### src/rtl/tse_pkg.sv
// tse_pkg: shared widths, reset values and microcode types for the taylor sine evaluator
// holds the control store (microprogram) read by tse_seq
// no dependencies
`default_nettype none

package tse_pkg;

    // field and datapath widths
    localparam int IDX_W      = 16;
    localparam int DIV_W      = 16;
    localparam int TC_W       = 5;
    localparam int SINE_W     = 32;
    localparam int OUT_FRAC   = 24;
    localparam int PHASE_W    = 40;
    localparam int WIDE_W     = 48;
    localparam int QUOT_W     = 32;
    localparam int PROD_W     = 2 * WIDE_W;
    localparam int DIGIT_W    = 16;
    localparam int MUL_CYCLES = WIDE_W / DIGIT_W;
    localparam int DIV_RADIX  = 4;
    localparam int DIV_CYCLES = WIDE_W / DIV_RADIX;
    localparam int CFG_IDX_W  = 2;
    localparam int CFG_DATA_W = 16;
    localparam int STEP_W     = 4;

    // defaults for top level parameters
    localparam int MAX_TERMS_DEF = 16;
    localparam int FRAC_BITS_DEF = 24;

    // 2*pi in unsigned Q3.29
    localparam logic [QUOT_W-1:0] TWO_PI_Q29 = 32'hC90F_DAA2;

    localparam logic [TC_W-1:0]  TERM_COUNT_RST = 5'd8;
    localparam logic [DIV_W-1:0] PERIOD_DIV_RST = 16'd64;

    // configuration register indexes
    localparam logic [CFG_IDX_W-1:0] REG_TERM_COUNT     = 2'd0;
    localparam logic [CFG_IDX_W-1:0] REG_PERIOD_DIVISOR = 2'd1;

    typedef enum logic [3:0] {
        UOP_WAIT_IN,
        UOP_CHECK,
        UOP_DIV_PHASE,
        UOP_MUL_PHASE,
        UOP_MUL_SQ,
        UOP_LOOP_TEST,
        UOP_FIRST_TEST,
        UOP_MUL_TERM,
        UOP_DIV_TERM,
        UOP_ACCUM,
        UOP_EMIT,
        UOP_EMIT_OOR
    } t_uop;

    typedef enum logic [1:0] {
        U_NONE,
        U_MUL,
        U_DIV
    } t_unit;

    typedef enum logic [1:0] {
        W_NONE,
        W_INPUT,
        W_UNIT,
        W_OUTPUT
    } t_wait;

    typedef enum logic [2:0] {
        C_NEXT,
        C_JUMP,
        C_IF_OOR,
        C_IF_LOOP_END,
        C_IF_FIRST
    } t_cond;

    typedef struct packed {
        t_uop              op;
        t_unit             unit;
        t_wait             wait_on;
        t_cond             cond;
        logic [STEP_W-1:0] target;
    } t_uword;

    // sequencer to datapath
    typedef struct packed {
        t_uop op;
        logic advance;
        logic mul_go;
        logic div_go;
    } t_ctrl;

    // datapath to sequencer
    typedef struct packed {
        logic accept;
        logic unit_done;
        logic out_free;
        logic oor;
        logic loop_end;
        logic first;
    } t_flags;

    localparam logic [STEP_W-1:0] STEP_IDLE      = 4'd0;
    localparam logic [STEP_W-1:0] STEP_CHECK     = 4'd1;
    localparam logic [STEP_W-1:0] STEP_DIV_PHASE = 4'd2;
    localparam logic [STEP_W-1:0] STEP_MUL_PHASE = 4'd3;
    localparam logic [STEP_W-1:0] STEP_MUL_SQ    = 4'd4;
    localparam logic [STEP_W-1:0] STEP_LOOP      = 4'd5;
    localparam logic [STEP_W-1:0] STEP_FIRST     = 4'd6;
    localparam logic [STEP_W-1:0] STEP_MUL_TERM  = 4'd7;
    localparam logic [STEP_W-1:0] STEP_DIV_TERM  = 4'd8;
    localparam logic [STEP_W-1:0] STEP_ACC       = 4'd9;
    localparam logic [STEP_W-1:0] STEP_EMIT      = 4'd10;
    localparam logic [STEP_W-1:0] STEP_EMIT_OOR  = 4'd11;

    // control store
    function automatic t_uword ucode(input logic [STEP_W-1:0] step);
        t_uword w;
        w = '{op: UOP_WAIT_IN, unit: U_NONE, wait_on: W_INPUT, cond: C_NEXT, target: STEP_IDLE};
        unique case (step)
            STEP_IDLE:      w = '{op: UOP_WAIT_IN, unit: U_NONE, wait_on: W_INPUT,
                                  cond: C_NEXT, target: STEP_IDLE};
            STEP_CHECK:     w = '{op: UOP_CHECK, unit: U_NONE, wait_on: W_NONE,
                                  cond: C_IF_OOR, target: STEP_EMIT_OOR};
            STEP_DIV_PHASE: w = '{op: UOP_DIV_PHASE, unit: U_DIV, wait_on: W_UNIT,
                                  cond: C_NEXT, target: STEP_IDLE};
            STEP_MUL_PHASE: w = '{op: UOP_MUL_PHASE, unit: U_MUL, wait_on: W_UNIT,
                                  cond: C_NEXT, target: STEP_IDLE};
            STEP_MUL_SQ:    w = '{op: UOP_MUL_SQ, unit: U_MUL, wait_on: W_UNIT,
                                  cond: C_NEXT, target: STEP_IDLE};
            STEP_LOOP:      w = '{op: UOP_LOOP_TEST, unit: U_NONE, wait_on: W_NONE,
                                  cond: C_IF_LOOP_END, target: STEP_EMIT};
            STEP_FIRST:     w = '{op: UOP_FIRST_TEST, unit: U_NONE, wait_on: W_NONE,
                                  cond: C_IF_FIRST, target: STEP_ACC};
            STEP_MUL_TERM:  w = '{op: UOP_MUL_TERM, unit: U_MUL, wait_on: W_UNIT,
                                  cond: C_NEXT, target: STEP_IDLE};
            STEP_DIV_TERM:  w = '{op: UOP_DIV_TERM, unit: U_DIV, wait_on: W_UNIT,
                                  cond: C_NEXT, target: STEP_IDLE};
            STEP_ACC:       w = '{op: UOP_ACCUM, unit: U_NONE, wait_on: W_NONE,
                                  cond: C_JUMP, target: STEP_LOOP};
            STEP_EMIT:      w = '{op: UOP_EMIT, unit: U_NONE, wait_on: W_OUTPUT,
                                  cond: C_JUMP, target: STEP_IDLE};
            STEP_EMIT_OOR:  w = '{op: UOP_EMIT_OOR, unit: U_NONE, wait_on: W_OUTPUT,
                                  cond: C_JUMP, target: STEP_IDLE};
            default:        w = '{op: UOP_WAIT_IN, unit: U_NONE, wait_on: W_INPUT,
                                  cond: C_NEXT, target: STEP_IDLE};
        endcase
        return w;
    endfunction

endpackage

`default_nettype wire

### src/rtl/tse_mul.sv
// tse_mul: iterative 48x48 unsigned multiplier, one 16-bit digit of b per cycle
// depends on tse_pkg
`default_nettype none

module tse_mul (
    input  wire logic                         i_clk,
    input  wire logic                         i_rst_n,
    input  wire logic                         i_go,
    input  wire logic [tse_pkg::WIDE_W-1:0]   i_a,
    input  wire logic [tse_pkg::WIDE_W-1:0]   i_b,
    output logic                              o_done,
    output logic      [tse_pkg::PROD_W-1:0]   o_prod
);

    localparam int CNT_W = (tse_pkg::MUL_CYCLES > 1) ? $clog2(tse_pkg::MUL_CYCLES) : 1;
    localparam int PP_W  = tse_pkg::WIDE_W + tse_pkg::DIGIT_W;

    logic                          r_busy;
    logic                          r_done;
    logic [CNT_W-1:0]              r_cnt;
    logic [tse_pkg::WIDE_W-1:0]    r_a;
    logic [tse_pkg::WIDE_W-1:0]    r_b;
    logic [tse_pkg::PROD_W-1:0]    r_acc;
    logic [PP_W-1:0]               w_pp;
    logic                          w_last;

    assign w_pp   = r_a * r_b[tse_pkg::WIDE_W-1 -: tse_pkg::DIGIT_W];
    assign w_last = (r_cnt == CNT_W'(tse_pkg::MUL_CYCLES - 1));

    always_ff @(posedge i_clk) begin
        if (!i_rst_n) begin
            r_busy <= 1'b0;
            r_done <= 1'b0;
            r_cnt  <= '0;
        end else begin
            r_done <= r_busy && w_last;
            if (i_go) begin
                r_busy <= 1'b1;
                r_cnt  <= '0;
            end else if (r_busy) begin
                r_cnt <= r_cnt + CNT_W'(1);
                if (w_last) begin
                    r_busy <= 1'b0;
                end
            end
        end
    end

    // msb digit first
    always_ff @(posedge i_clk) begin
        if (i_go) begin
            r_a   <= i_a;
            r_b   <= i_b;
            r_acc <= '0;
        end else if (r_busy) begin
            r_b   <= r_b << tse_pkg::DIGIT_W;
            r_acc <= (r_acc << tse_pkg::DIGIT_W) + tse_pkg::PROD_W'(w_pp);
        end
    end

    assign o_done = r_done;
    assign o_prod = r_acc;

endmodule

`default_nettype wire

### src/rtl/tse_div.sv
// tse_div: iterative restoring divider, 48-bit dividend by 16-bit divisor, 4 bits per cycle
// depends on tse_pkg
`default_nettype none

module tse_div (
    input  wire logic                         i_clk,
    input  wire logic                         i_rst_n,
    input  wire logic                         i_go,
    input  wire logic [tse_pkg::WIDE_W-1:0]   i_dividend,
    input  wire logic [tse_pkg::DIV_W-1:0]    i_divisor,
    output logic                              o_done,
    output logic      [tse_pkg::WIDE_W-1:0]   o_quot
);

    localparam int CNT_W = $clog2(tse_pkg::DIV_CYCLES);
    localparam int REM_W = tse_pkg::DIV_W + 1;

    logic                          r_busy;
    logic                          r_done;
    logic [CNT_W-1:0]              r_cnt;
    logic [tse_pkg::DIV_W-1:0]     r_divisor;
    logic [REM_W-1:0]              r_rem;
    logic [tse_pkg::WIDE_W-1:0]    r_quo;
    logic [REM_W-1:0]              n_rem;
    logic [tse_pkg::WIDE_W-1:0]    n_quo;
    logic                          w_last;

    assign w_last = (r_cnt == CNT_W'(tse_pkg::DIV_CYCLES - 1));

    always_comb begin
        n_rem = r_rem;
        n_quo = r_quo;
        for (int k = 0; k < tse_pkg::DIV_RADIX; k++) begin
            n_rem = {n_rem[REM_W-2:0], n_quo[tse_pkg::WIDE_W-1]};
            n_quo = {n_quo[tse_pkg::WIDE_W-2:0], 1'b0};
            if (n_rem >= {1'b0, r_divisor}) begin
                n_rem    = n_rem - {1'b0, r_divisor};
                n_quo[0] = 1'b1;
            end
        end
    end

    always_ff @(posedge i_clk) begin
        if (!i_rst_n) begin
            r_busy <= 1'b0;
            r_done <= 1'b0;
            r_cnt  <= '0;
        end else begin
            r_done <= r_busy && w_last;
            if (i_go) begin
                r_busy <= 1'b1;
                r_cnt  <= '0;
            end else if (r_busy) begin
                r_cnt <= r_cnt + CNT_W'(1);
                if (w_last) begin
                    r_busy <= 1'b0;
                end
            end
        end
    end

    always_ff @(posedge i_clk) begin
        if (i_go) begin
            r_divisor <= i_divisor;
            r_rem     <= '0;
            r_quo     <= i_dividend;
        end else if (r_busy) begin
            r_rem <= n_rem;
            r_quo <= n_quo;
        end
    end

    assign o_done = r_done;
    assign o_quot = r_quo;

endmodule

`default_nettype wire

### src/rtl/tse_seq.sv
// tse_seq: microcode sequencer, step counter over the control store with conditional jumps
// depends on tse_pkg (ucode, t_ctrl, t_flags)
`default_nettype none

module tse_seq (
    input  wire logic              i_clk,
    input  wire logic              i_rst_n,
    input  wire tse_pkg::t_flags   i_flags,
    output tse_pkg::t_ctrl         o_ctrl
);

    logic [tse_pkg::STEP_W-1:0] r_pc;
    logic [tse_pkg::STEP_W-1:0] n_pc;
    logic                       r_issued;
    logic                       n_issued;
    tse_pkg::t_uword            w_uw;
    logic                       w_advance;
    logic                       w_taken;
    logic                       w_go;

    assign w_uw = tse_pkg::ucode(r_pc);
    assign w_go = (w_uw.unit != tse_pkg::U_NONE) && !r_issued;

    always_comb begin
        unique case (w_uw.wait_on)
            tse_pkg::W_NONE:   w_advance = 1'b1;
            tse_pkg::W_INPUT:  w_advance = i_flags.accept;
            tse_pkg::W_UNIT:   w_advance = r_issued && i_flags.unit_done;
            tse_pkg::W_OUTPUT: w_advance = i_flags.out_free;
            default:           w_advance = 1'b0;
        endcase
    end

    always_comb begin
        unique case (w_uw.cond)
            tse_pkg::C_NEXT:        w_taken = 1'b0;
            tse_pkg::C_JUMP:        w_taken = 1'b1;
            tse_pkg::C_IF_OOR:      w_taken = i_flags.oor;
            tse_pkg::C_IF_LOOP_END: w_taken = i_flags.loop_end;
            tse_pkg::C_IF_FIRST:    w_taken = i_flags.first;
            default:                w_taken = 1'b0;
        endcase
    end

    always_comb begin
        n_pc     = r_pc;
        n_issued = r_issued | w_go;
        if (w_advance) begin
            n_pc     = w_taken ? w_uw.target : r_pc + tse_pkg::STEP_W'(1);
            n_issued = 1'b0;
        end
    end

    always_ff @(posedge i_clk) begin
        if (!i_rst_n) begin
            r_pc     <= tse_pkg::STEP_IDLE;
            r_issued <= 1'b0;
        end else begin
            r_pc     <= n_pc;
            r_issued <= n_issued;
        end
    end

    assign o_ctrl.op      = w_uw.op;
    assign o_ctrl.advance = w_advance;
    assign o_ctrl.mul_go  = w_go && (w_uw.unit == tse_pkg::U_MUL);
    assign o_ctrl.div_go  = w_go && (w_uw.unit == tse_pkg::U_DIV);

endmodule

`default_nettype wire

### src/rtl/taylor_sine_evaluator.sv
// one request at a time; the next is accepted after the result is registered. each term after
// the first takes a multiply and a divide (4 bits/cycle)
// reset (synchronous, active low): readies low, sequencer idle, output empty, count 8, div 64
// top level: datapath, config registers, output register; depends on tse_pkg, tse_seq,
// tse_mul, tse_div
`default_nettype none

module taylor_sine_evaluator #(
    parameter int MAX_TERMS = tse_pkg::MAX_TERMS_DEF,
    parameter int FRAC_BITS = tse_pkg::FRAC_BITS_DEF
) (
    input  wire logic                              i_clk,
    input  wire logic                              i_rst_n,
    input  wire logic                              i_in_valid,
    output logic                                   o_in_ready,
    input  wire logic        [tse_pkg::IDX_W-1:0]  i_sample_index,
    output logic                                   o_out_valid,
    input  wire logic                              i_out_ready,
    output logic signed      [tse_pkg::SINE_W-1:0] o_sine_value,
    output logic                                   o_out_of_range,
    input  wire logic                              i_cfg_valid,
    output logic                                   o_cfg_ready,
    input  wire logic    [tse_pkg::CFG_IDX_W-1:0]  i_cfg_index,
    input  wire logic    [tse_pkg::CFG_DATA_W-1:0] i_cfg_data
);

    localparam int JW       = (MAX_TERMS > 1) ? $clog2(MAX_TERMS + 1) : 1;
    localparam int PW1      = tse_pkg::PROD_W + 1;
    localparam int SH_PHASE = 61 - FRAC_BITS;
    localparam logic [PW1-1:0] RND_PHASE = PW1'(1) << (SH_PHASE - 1);
    localparam logic [PW1-1:0] RND_FRAC  = PW1'(1) << (FRAC_BITS - 1);
    localparam int SH_DN   = (FRAC_BITS > tse_pkg::OUT_FRAC) ? FRAC_BITS - tse_pkg::OUT_FRAC : 0;
    localparam int SH_UP   = (FRAC_BITS < tse_pkg::OUT_FRAC) ? tse_pkg::OUT_FRAC - FRAC_BITS : 0;
    localparam int RND_POS = (FRAC_BITS > tse_pkg::OUT_FRAC) ? SH_DN - 1 : 0;
    localparam logic [63:0] RND_DN = (FRAC_BITS > tse_pkg::OUT_FRAC) ? (64'd1 << RND_POS) : 64'd0;
    localparam logic [5:0]  MAX6   = 6'(MAX_TERMS);

    tse_pkg::t_ctrl  w_ctrl;
    tse_pkg::t_flags w_flags;

    // config
    logic [tse_pkg::TC_W-1:0]   r_term_count;
    logic [tse_pkg::DIV_W-1:0]  r_period_divisor;

    // datapath
    logic [tse_pkg::IDX_W-1:0]   r_idx;
    logic [JW-1:0]               r_count;
    logic [JW-1:0]               r_j;
    logic [tse_pkg::QUOT_W-1:0]  r_quot;
    logic [tse_pkg::PHASE_W-1:0] r_phase;
    logic [tse_pkg::WIDE_W-1:0]  r_phase_sq;
    logic [tse_pkg::WIDE_W-1:0]  r_term;
    logic [tse_pkg::WIDE_W-1:0]  r_sum;

    // output register
    logic                        r_out_valid;
    logic [tse_pkg::SINE_W-1:0]  r_sine;
    logic                        r_oor;

    logic                        w_accept;
    logic [5:0]                  w_tc6;
    logic [5:0]                  w_cnt6;
    logic [6:0]                  w_j2;
    logic [13:0]                 w_d14;
    logic [tse_pkg::DIV_W-1:0]   w_term_div;
    logic [tse_pkg::WIDE_W-1:0]  w_mul_a;
    logic [tse_pkg::WIDE_W-1:0]  w_mul_b;
    logic [tse_pkg::WIDE_W-1:0]  w_dividend;
    logic [tse_pkg::DIV_W-1:0]   w_divisor;
    logic                        w_mul_done;
    logic [tse_pkg::PROD_W-1:0]  w_prod;
    logic                        w_div_done;
    logic [tse_pkg::WIDE_W-1:0]  w_quo;
    logic [PW1-1:0]              w_rnd_phase;
    logic [PW1-1:0]              w_rnd_frac;
    logic [tse_pkg::WIDE_W-1:0]  w_mag48;
    logic [63:0]                 w_mag;
    logic [tse_pkg::SINE_W-1:0]  w_sat;

    assign o_in_ready = i_rst_n && (w_ctrl.op == tse_pkg::UOP_WAIT_IN);
    assign o_cfg_ready = i_rst_n;
    assign w_accept = i_in_valid && o_in_ready;

    assign w_flags.accept    = w_accept;
    assign w_flags.unit_done = w_mul_done || w_div_done;
    assign w_flags.out_free  = !r_out_valid || i_out_ready;
    assign w_flags.oor       = (r_idx >= r_period_divisor);
    assign w_flags.loop_end  = (r_j == r_count);
    assign w_flags.first     = (r_j == '0);

    tse_seq u_seq (
        .i_clk   (i_clk),
        .i_rst_n (i_rst_n),
        .i_flags (w_flags),
        .o_ctrl  (w_ctrl)
    );

    // term count saturated to MAX_TERMS
    assign w_tc6  = 6'(r_term_count);
    assign w_cnt6 = (w_tc6 > MAX6) ? MAX6 : w_tc6;

    // divisor (2j)(2j+1) of term j
    assign w_j2       = {6'(r_j), 1'b0};
    assign w_d14      = 14'(w_j2) * 14'(w_j2 + 7'd1);
    assign w_term_div = tse_pkg::DIV_W'(w_d14);

    always_comb begin
        case (w_ctrl.op)
            tse_pkg::UOP_MUL_PHASE: begin
                w_mul_a = tse_pkg::WIDE_W'(r_quot);
                w_mul_b = tse_pkg::WIDE_W'(tse_pkg::TWO_PI_Q29);
            end
            tse_pkg::UOP_MUL_SQ: begin
                w_mul_a = tse_pkg::WIDE_W'(r_phase);
                w_mul_b = tse_pkg::WIDE_W'(r_phase);
            end
            default: begin
                w_mul_a = r_term;
                w_mul_b = r_phase_sq;
            end
        endcase
    end

    always_comb begin
        case (w_ctrl.op)
            tse_pkg::UOP_DIV_PHASE: begin
                w_dividend = {r_idx, {tse_pkg::QUOT_W{1'b0}}}
                           + tse_pkg::WIDE_W'(r_period_divisor >> 1);
                w_divisor  = r_period_divisor;
            end
            default: begin
                w_dividend = r_term + tse_pkg::WIDE_W'(w_term_div >> 1);
                w_divisor  = w_term_div;
            end
        endcase
    end

    tse_mul u_mul (
        .i_clk   (i_clk),
        .i_rst_n (i_rst_n),
        .i_go    (w_ctrl.mul_go),
        .i_a     (w_mul_a),
        .i_b     (w_mul_b),
        .o_done  (w_mul_done),
        .o_prod  (w_prod)
    );

    tse_div u_div (
        .i_clk      (i_clk),
        .i_rst_n    (i_rst_n),
        .i_go       (w_ctrl.div_go),
        .i_dividend (w_dividend),
        .i_divisor  (w_divisor),
        .o_done     (w_div_done),
        .o_quot     (w_quo)
    );

    // round to nearest on product writeback
    assign w_rnd_phase = ({1'b0, w_prod} + RND_PHASE) >> SH_PHASE;
    assign w_rnd_frac  = ({1'b0, w_prod} + RND_FRAC) >> FRAC_BITS;

    // sum to q8.24 with saturation
    always_comb begin
        w_mag48 = r_sum[tse_pkg::WIDE_W-1] ? (tse_pkg::WIDE_W'(0) - r_sum) : r_sum;
        w_mag   = ((64'(w_mag48) + RND_DN) >> SH_DN) << SH_UP;
        if (r_sum[tse_pkg::WIDE_W-1]) begin
            w_sat = (w_mag > 64'h8000_0000) ? 32'h8000_0000 : 32'(64'd0 - w_mag);
        end else begin
            w_sat = (w_mag > 64'h7FFF_FFFF) ? 32'h7FFF_FFFF : w_mag[31:0];
        end
    end

    always_ff @(posedge i_clk) begin
        if (!i_rst_n) begin
            r_term_count     <= tse_pkg::TERM_COUNT_RST;
            r_period_divisor <= tse_pkg::PERIOD_DIV_RST;
            r_out_valid      <= 1'b0;
        end else begin
            if (i_cfg_valid && o_cfg_ready) begin
                unique case (i_cfg_index)
                    tse_pkg::REG_TERM_COUNT:     r_term_count <= i_cfg_data[tse_pkg::TC_W-1:0];
                    tse_pkg::REG_PERIOD_DIVISOR: r_period_divisor <= i_cfg_data;
                    default: ;
                endcase
            end
            if (w_ctrl.advance && (w_ctrl.op == tse_pkg::UOP_EMIT
                                   || w_ctrl.op == tse_pkg::UOP_EMIT_OOR)) begin
                r_out_valid <= 1'b1;
            end else if (i_out_ready) begin
                r_out_valid <= 1'b0;
            end
        end
    end

    always_ff @(posedge i_clk) begin
        if (w_ctrl.advance) begin
            unique case (w_ctrl.op)
                tse_pkg::UOP_WAIT_IN: begin
                    r_idx   <= i_sample_index;
                    r_count <= w_cnt6[JW-1:0];
                end
                tse_pkg::UOP_DIV_PHASE: begin
                    r_quot <= w_quo[tse_pkg::QUOT_W-1:0];
                end
                tse_pkg::UOP_MUL_PHASE: begin
                    r_phase <= w_rnd_phase[tse_pkg::PHASE_W-1:0];
                end
                tse_pkg::UOP_MUL_SQ: begin
                    r_phase_sq <= w_rnd_frac[tse_pkg::WIDE_W-1:0];
                    r_term     <= tse_pkg::WIDE_W'(r_phase);
                    r_sum      <= '0;
                    r_j        <= '0;
                end
                tse_pkg::UOP_MUL_TERM: begin
                    r_term <= w_rnd_frac[tse_pkg::WIDE_W-1:0];
                end
                tse_pkg::UOP_DIV_TERM: begin
                    r_term <= w_quo;
                end
                tse_pkg::UOP_ACCUM: begin
                    r_sum <= r_j[0] ? (r_sum - r_term) : (r_sum + r_term);
                    r_j   <= r_j + JW'(1);
                end
                tse_pkg::UOP_EMIT: begin
                    r_sine <= w_sat;
                    r_oor  <= 1'b0;
                end
                tse_pkg::UOP_EMIT_OOR: begin
                    r_sine <= '0;
                    r_oor  <= 1'b1;
                end
                default: ;
            endcase
        end
    end

    assign o_out_valid    = r_out_valid;
    assign o_sine_value   = r_sine;
    assign o_out_of_range = r_oor;

endmodule

`default_nettype wire

### config.mk
export PLATFORM = sky130hd
export DESIGN_NAME = taylor_sine_evaluator
export DESIGN_NICKNAME = d
export VERILOG_FILES = /design/src/rtl/tse_pkg.sv /design/src/rtl/tse_mul.sv /design/src/rtl/tse_div.sv /design/src/rtl/tse_seq.sv /design/src/rtl/taylor_sine_evaluator.sv
export SDC_FILE = /design/constraint.sdc
export NUM_CORES = 2
export LEC_CHECK = 0
export ABC_AREA = 1
export BUFFER_PORTS_ARGS = -buffer_cell sky130_fd_sc_hd__buf_2
export CORE_ASPECT_RATIO = 1.2
export CORE_MARGIN = 2
export CORE_UTILIZATION = 50
export CTS_CLUSTER_SIZE = 12
export DETAILED_ROUTE_END_ITERATION = 12
export PLACE_DENSITY = 0.65
export SLEW_MARGIN = 30
export SYNTH_ARGS = -nofsm -noshare
export SYNTH_HDL_FRONTEND = slang
export SYNTH_HIERARCHICAL = 1
export SYNTH_SLANG_ARGS = --single-unit
### constraint.sdc
create_clock -name i_clk -period 18.69 [get_ports i_clk]
set_input_delay 3.738 -clock i_clk [delete_from_list [all_inputs] [get_ports i_clk]]
set_output_delay 3.738 -clock i_clk [all_outputs]
set_load 0.01 [all_outputs]
==> results_dict.tcl <==
set metrics [dict create \
    fp-row-count 148 \
    postCtsSetupBuffers 0 \
    viasPerCell 5.49 \
    critPathMaxStageDelay_ns 0.63 \
    finalCritPeriodShare_pct 53.6 \
    max_cap_violations 0 \
    setup_tns_ns 0 \
    slew_headroom_pct 21.6 \
    worstSetupEndpointType "flip-flop" \
    crit_top_cell "nand2_1" \
    grt_setup_unrepaired "false" \
    start_util_pct 50.4 \
    die-area_um2 140000 \
    nets 10400 \
    final_max_slew_viol_count 0 \
    grt_antenna_before_repair 11 \
    routed_wl_mm 250 \
    clockBufferDepth 3 \
    grt_pass1_wl_mm 375 \
    cpMaxStageDelayCell "o21ai_0" \
    skew_ns 0.0532 \
    cts_buffers 72 \
    setup_ws_ns 8.67 \
    ant_nets 0 \
    cts_root_buf "clkbuf_16" \
    syn_area_um2 68400 \
    multi_input_area_um2 42600 \
    crit_required_ns 19.25 \
    cts_htree_levels 3 \
    postCtsHoldBufs 0 \
    drt_drc_violations_left 0 \
    core_um2 136000 \
    fin_crit_ns 10.02 \
    hpwl_mm 197 \
    grt_max_degree 94 \
    final_hold_viol_count 0 \
    gp_congestion 1.04 \
    clock_latency_ns 0.72 \
    crit_fanout 24 \
    ctsResizeCount 0 \
    dr.first_iter.drc_count 5646 \
    cts_sinks 579 \
    register_area_um2 15900 \
    grt_use_total_pct 35.9 \
    nFillCells 13400 \
    port_buffers 74 \
    worstMarginPinSlew_ns 1.17 \
    drive_above_1_share_pct 5.06 \
    synth_cells 9485 \
    ys_warn_count 6 \
    grt_overflow_total 0 \
    setup-violations-final 0 \
    cts_tree "done" \
    criticalPathCategory "flip-flop to flip-flop" \
    die_h_um 409 \
    grt_pass1_vias 61000 \
    dp_slack_ns 8.57 \
    clock.fmax_mhz 99.8 \
    cp.arrival_ns 10.58 \
    drtPass1Iterations 8 \
    syn-mean-instance-area_um2 7.21 \
    dieWidth_um 342 \
    start_kind "flip-flop" \
    status "finished clean" \
    clk_pin_slew_worst_paths_ns 0.06 \
    wl_per_cell_um 22.3 \
    pin_count 75 \
    via_count 61500 \
    syn_to_final_growth_pct 6.33 \
    hold_path.class "flip-flop to flip-flop" \
    syn_nets 10500 \
]
registers in the layout, summed over array words and instances (netlist names), 14 cells and up:
register          flops
o_sine_value         32
r_idx                16
r_period_divisor     16
r_phase              40
r_phase_sq           48
r_quot               32
r_sum                48
r_term               48
u_div/o_quot         48
u_div/r_divisor      16
u_div/r_rem          16
u_mul/o_prod         77
u_mul/r_a            48
u_mul/r_b            48
u_seq/w_uw           14
metrics by stage:
step           hold WS (ns)  util, %  cells  cell area, µm²
2_1_floorplan         0.444        -   9485           68400
3_3_place_gp          0.451     51.7  11100           70200
3_5_place_dp          0.454     51.7  11100           70200
4_1_cts               0.463     53.5  11200           72600
5_1_grt               0.485     53.6  11200           72700
6_report              0.461     53.6  11200           72700
critical path: cells and delay by family, from the launching register on:
kind	cells	cell delay, ns
buffers and inverters	5	1.05
flip-flops	1	0.36
adder cells (fa/ha/maj)	4	1.36
AO/OA/AOI/OAI	12	3.44
AND/OR/NAND/NOR	24	3.66
final cells by class:
cell class | count | share of cell area (%)
Clock inverter | 44 | 0.743
Tap cell | 1800 | 3.10
Timing Repair Buffer | 145 | 1.27
Inverter | 2263 | 11.7
Multi-Input combinational cell | 6291 | 58.6
Clock buffer | 85 | 2.64
Antenna cell | 3 | 0.0103
Sequential cell | 579 | 21.9
path summary, 6_finish.rpt:
path                                                   start                           to  slack, ns  cells after the start
worst min-delay path            r_term_count[4]$_SDFFE_PN0P_     r_count[4]$_SDFFCE_PN1P_       0.46                      0
worst min register to register  r_term_count[4]$_SDFFE_PN0P_     r_count[4]$_SDFFCE_PN1P_       0.46                      0
worst max-delay path            u_div/r_divisor[6]$_DFFE_PP_  u_div/r_rem[3]$_SDFFE_PP0P_       8.67                     45
worst max register to register  u_div/r_divisor[6]$_DFFE_PP_  u_div/r_rem[3]$_SDFFE_PP0P_       8.67                     45
layout by cell type, fill, tap and decap left out, types with 15 or more instances in the layout:
cell / n
nand2_1: 2758
inv_1: 2228
fa_1: 702
nor2_1: 580
edfxtp_1: 435
nand3_1: 395
a21oi_1: 357
ha_1: 322
o21ai_0: 293
xor2_1: 183
dfxtp_1: 143
nand4_1: 82
nor3_1: 79
buf_2: 74
clkbuf_16: 73
buf_4: 66
xnor2_1: 54
nand2_2: 45
nor2_2: 44
o211ai_1: 44
nor4_1: 41
o221ai_1: 34
a31oi_1: 30
inv_2: 27
nand3_2: 22
nor2_4: 22
o21ai_1: 20
o22ai_1: 19
o21bai_1: 17
nand2_4: 15
nand3b_1: 15
per-layer routing:
layer  track usage [%]  share of wire (%)
met4              22.8                7.6
met3              6.54                8.7
met5                 0              0.010
met1              44.5                 38
met2              57.7                 46
Power is left out: the tool's default activity adds up to more than one toggle a clock period on the data nets, which glitch-free logic cannot reach.
